<file path="config.mk">
export PLATFORM = sky130hd
export DESIGN_NAME = iirlp4_hist
export DESIGN_NICKNAME = d
export VERILOG_FILES = /design/src/iirlp4_pkg.sv /design/src/iirlp4_hist.sv
export SDC_FILE = /design/constraint.sdc
export NUM_CORES = 1
export LEC_CHECK = 0
export BUFFER_PORTS_ARGS = -buffer_cell sky130_fd_sc_hd__buf_2
export CORE_AREA = 3 3 145 147
export CTS_CLUSTER_SIZE = 40
export DETAILED_ROUTE_END_ITERATION = 10
export DIE_AREA = 0 0 148 150
export PLACE_DENSITY = 0.84
export SYNTH_ARGS = -nofsm -noshare
export SYNTH_HDL_FRONTEND = slang
export SYNTH_SLANG_ARGS = --single-unit
</file>
<file path="constraint.sdc">
create_clock -name clock -period 1.19 [get_ports clock]
set_input_delay 0.1785 -clock clock [delete_from_list [all_inputs] [get_ports clock]]
set_output_delay 0.1785 -clock clock [all_outputs]
set_load 0.005 [all_outputs]
</file>
<file path="src/iirlp4_pkg.sv">
`default_nettype none
// ----------------------------------------------------------------------------
// iirlp4_pkg
// Shared types and constants of the fourth-order low-pass IIR filter.
// ----------------------------------------------------------------------------
package iirlp4_pkg;

   localparam int SAMPLE_W     = 16;
   localparam int COEF_W       = 24;
   localparam int FRAC_BITS    = 20;
   localparam int ORDER        = 4;
   localparam int CHANNELS_DEF = 2;
   localparam int CSR_ADDR_W   = 2;
   localparam int CSR_DATA_W   = COEF_W;

   // register indexes of the configuration port
   localparam logic [CSR_ADDR_W-1:0] CSR_COEF_1 = 2'd0;
   localparam logic [CSR_ADDR_W-1:0] CSR_COEF_2 = 2'd1;
   localparam logic [CSR_ADDR_W-1:0] CSR_COEF_3 = 2'd2;
   localparam logic [CSR_ADDR_W-1:0] CSR_COEF_4 = 2'd3;

   typedef logic signed [SAMPLE_W-1:0] sample_type;
   typedef logic signed [COEF_W-1:0]   coef_type;

   // history update issued by the datapath stage
   typedef struct packed {
      logic       en;
      sample_type x;
      sample_type y;
   } hist_wr_type;

endpackage

`default_nettype wire

</file>
<file path="src/iirlp4_hist.sv">
`default_nettype none
// ----------------------------------------------------------------------------
// iirlp4_hist
// Per-channel delay lines of the last four inputs and last four outputs.
// ----------------------------------------------------------------------------
module iirlp4_hist #(
   parameter int CHANNELS = iirlp4_pkg::CHANNELS_DEF,
   parameter int CH_W     = 1
) (
   input  wire logic                     clock,
   input  wire logic                     reset,
   input  wire logic [CH_W-1:0]          rd_ch,
   output iirlp4_pkg::sample_type        x_hist [iirlp4_pkg::ORDER],
   output iirlp4_pkg::sample_type        y_hist [iirlp4_pkg::ORDER],
   input  wire logic [CH_W-1:0]          wr_ch,
   input  wire iirlp4_pkg::hist_wr_type  wr
);
   import iirlp4_pkg::*;

   sample_type x_ff [CHANNELS][ORDER];
   sample_type x_in [CHANNELS][ORDER];
   sample_type y_ff [CHANNELS][ORDER];
   sample_type y_in [CHANNELS][ORDER];

   always_comb begin
      x_in = x_ff;
      y_in = y_ff;
      for (int c = 0; c < CHANNELS; c++) begin
         if (wr.en && (wr_ch == CH_W'(c))) begin
            for (int k = 1; k < ORDER; k++) begin
               x_in[c][k] = x_ff[c][k-1];
               y_in[c][k] = y_ff[c][k-1];
            end
            x_in[c][0] = wr.x;
            y_in[c][0] = wr.y;
         end
      end
   end

   always_ff @(posedge clock) begin
      if (reset) begin
         for (int c = 0; c < CHANNELS; c++) begin
            for (int k = 0; k < ORDER; k++) begin
               x_ff[c][k] <= '0;
               y_ff[c][k] <= '0;
            end
         end
      end else begin
         x_ff <= x_in;
         y_ff <= y_in;
      end
   end

   always_comb begin
      for (int k = 0; k < ORDER; k++) begin
         x_hist[k] = x_ff[rd_ch][k];
         y_hist[k] = y_ff[rd_ch][k];
      end
   end

endmodule

`default_nettype wire

</file>
== After elaboration in Yosys (flattened, before gate mapping) ==
Index checks and enable logic that the tools add are counted.
Storage, ports and cells
  register bits after elaboration: 256
  output and inout bits: 128
  logic and storage cells: 27
Operators by class
  order comparisons: 1
  muxes and demuxes: 6
  bitwise logic cells: 2
  reduce and logical (&&, ||, !) cells: 2
Operator list (count)
  $mux 64: 6
  $ge 2x2->1 const B: 1
  $logic_and 1x1->1: 2
  $not 1->2: 1
  $not 1->1: 1

== Longest topological paths before layout ==
  depth in word-level cells: 4
  depth in mapped cells: 5
  gate-level depth less buffers: 2

== Worst setup path after synthesis ==
Ideal clock, no wire load.
  path type: input -> output
  from: input port rd_ch
  to: output port y_hist[42] in the netlist's numbering
  arrival: 0.943 ns
  required time: 1.012 ns
  path slack: 0.069 ns
  stages on the path: 3
  buffers on the path: 2
  cell sequence: buf_2 -> buf_2 -> mux2_2
RTL lines
  start, declared: RTL line iirlp4_hist.sv:12  | input wire logic [CH_W-1:0] rd_ch,
  end, declared: RTL line iirlp4_hist.sv:14  | output iirlp4_pkg::sample_type y_hist [iirlp4_pkg::ORDER],

==> metrics.txt <==
largest net degree at the start of global routing=53; Clock Sinks=256; Synth Instances=between 1k and 1.5k; reg2reg end=y_ff[14]; DRC viols=0; area leader, netlist=dfxtp_1; register area=approximately 0.0053 sq mm; CTS tree=done; peak supply drop=~1 mV; Hold Path Depth=3; leading post-synthesis cells by cell area=dfxtp_1, mux2i_1, nand2b_1, mux2_2, buf_2; commonest cells in the netlist=nand2b_1, dfxtp_1, mux2i_1, mux2_2, buf_2; crit path capture type=output port; layout cells sized above 1=0.463; Clock Path Buffers=3; most frequent cell after synthesis=nand2b_1; Clock Latency Late Sink=around 0.52 ns; Tmin final=about 1.4 ns; Synth Cell Area=0.0113 sq mm; root buffer cell=clkbuf_16; Leakage=a little over 7 nW; Synth top area share=0.453; initial antenna violation count=3; unrepaired setup endpoints after global routing=yes; Req. time, crit path=1.01 ns; Starting DRT DRC Count=about 310; failing checks=negative setup slack; worst hold margin=0.137 ns; die height=roughly 150 um; critical path class=reg -> out; library cells used by synthesis=11; Worst Tran Pin Value=~0.27 ns; final-report hold violation count=0; hold_sp=reset; Final Skew=~0.0091 ns; hpwl dp=16.1 mm; Worst Path Max Fanout=2; # rows=52; Final period util=1.21; Die Area=between 0.02 and 0.025 sq mm; Syn Area/Cell=about 11 sq um; run status=complete, but fails checks; Nets=1253; all-layer global routing usage=0.222; cts bufs inserted=26; Initial Utilization=0.564; Synth async-reset ratio=0; Mapped Nets=1043; Fillers=1254; vias per cell=5.30; ANT nets after route=0; dpl cell area=around 0.013 sq mm; Die W=around 150 um; yosys warns=0; core area=between 0.02 and 0.025 sq mm; Max Clk Rate=just under 0.7 GHz; final setup vio count=~130; Worst Reg-to-Reg Cells=4; GP Congestion=about 0.78; Final Cell Area=roughly 0.015 sq mm; via count=7987; vias in the first global route=7973; Worst Hold Class=in -> reg; grt ovf=0; CTS H-tree depth=1; worst r2r src=y_ff[30]; Critical Path Start Type=flop; sequential fraction of the synthesis area=0.453; CTS clock-pin slew for the worst setup and hold paths=approximately 0.060 ns; Worst Hold Path EP=y_ff[11]; Ports=165; R2R setup slack=about 0.33 ns; footprint of the multi-input gates=0.00618 sq mm; Area Growth Syn to Fin=34.6%; Worst Setup Slack, final=-0.247 ns; Worst EP arrival=roughly 1.3 ns; Pre-Repair DR Iteration Count=4; synthesis-stage register bit count=around 260; Most used DFF post-synth=dfxtp_1; Post-synth EDFFs=0; max_slew headroom=0.820; power per cell area=~1300 mW/mm^2; Final Max Slew Viols=0; Max-cap violations=0; Core Util, Final=0.759; WL per Instance=between 15 and 20 um; PortBufs=164; first-pass GRT wire length=~40 mm; final WL=around 28 mm
==> registers in the layout, indices dropped and copies added, names as in the netlist <==
register	cells
y_ff	128
x_ff	128
==> report_power, final <==
part,leakage (nW),switching (W),internal (W),total (W)
registers,2.16,0.0000978,0.00875,0.00885
logic,4.62,0.000780,0.000973,0.00175
clock network,0.458,0.00333,0.00523,0.00856
==> layout by cell type (no fill, tap or decap) <==
master           n
dlygate4sd3_1   32
diode_2          1
buf_12          21
clkbuf_16       27
buf_6           93
clkbuf_1         4
dfxtp_2        173
buf_4           39
nand2b_4         1
clkbuf_8         7
nor2b_4          1
mux2_4          88
clkinv_4         1
and2_1           1
nand2_4          1
nand2b_1       288
mux2i_1        256
clkinv_2         6
mux2_2          40
dfxtp_1         83
bufinv_16        3
buf_2           71
==> metal layers <==
| metal | routed length, um | GRT usage | part of all wire |
|---|---|---|---|
| met4 | 501 | 0.0494 | 0.018 |
| met5 | 22 | 0 | 0.00079 |
| met1 | 12200 | 0.298 | 0.44 |
| met3 | 1230 | 0.0373 | 0.044 |
| met2 | 13900 | 0.377 | 0.50 |
==> area by class of cell <==
type                       instances  share of cell area
antenna                            1            0.000164
clock buffer                      38              0.0517
clock inverter                    10             0.00847
multi-input combinational        676               0.406
sequential                       256               0.351
tap                              270              0.0222
timing repair buffer             256               0.160
==> how the worst max path moves through the flow <==
| stage | startpoint | end | cells past startpoint |
|---|---|---|---|
| finish | x_ff[98] | x_hist[34] | 2 |
| global placement | rd_ch | y_hist[6] | 4 |
| floorplan | rd_ch | y_hist[42] | 3 |
| detailed placement | rd_ch | y_hist[6] | 4 |
| global route | x_ff[98] | x_hist[34] | 2 |
| CTS | x_ff[26] | x_hist[26] | 2 |
==> critical path, cell delays in order (launching register included) <==
cell	delay [ns]
dfxtp_2	0.33
mux2_4	0.29
buf_6	0.12
==> per-stage QoR <==
step / total power, W / setup TNS (ns) / worst slack (ns) / cells
3_5_place_dp: 0.0105 / -3.92 / -0.0788 / 1397
3_3_place_gp: 0.0105 / -3.32 / -0.0810 / 1397
6_report: 0.0192 / -26.87 / -0.247 / 1507
2_1_floorplan: 0.00998 / 0 / 0.0686 / 1006
5_1_grt: 0.0197 / -31.57 / -0.281 / 1507
4_1_cts: 0.0191 / -28.76 / -0.249 / 1495
==> repair_timing <==
action / 4_1_cts / 5_1_grt
hold endpoints to repair: 64 / 0
hold buffers: 32 / 0
buffers inserted: 18 / 11
gates resized for setup: 171 / 181
pin swaps: 0 / 0
setup endpoints to repair: 128 / 128
cloned: 0 / 0
==> cells by family (layout without fill, tap and decap cells) <==
group         count (synthesis)  count (layout)  share of synthesized area
simple gates                292             292                      0.161
buf+inv                      74             304                     0.0308
mux                         384             384                      0.354
other cells                   0               1                          0
flops                       256             256                      0.453
Power figures use the tool's default switching activity.
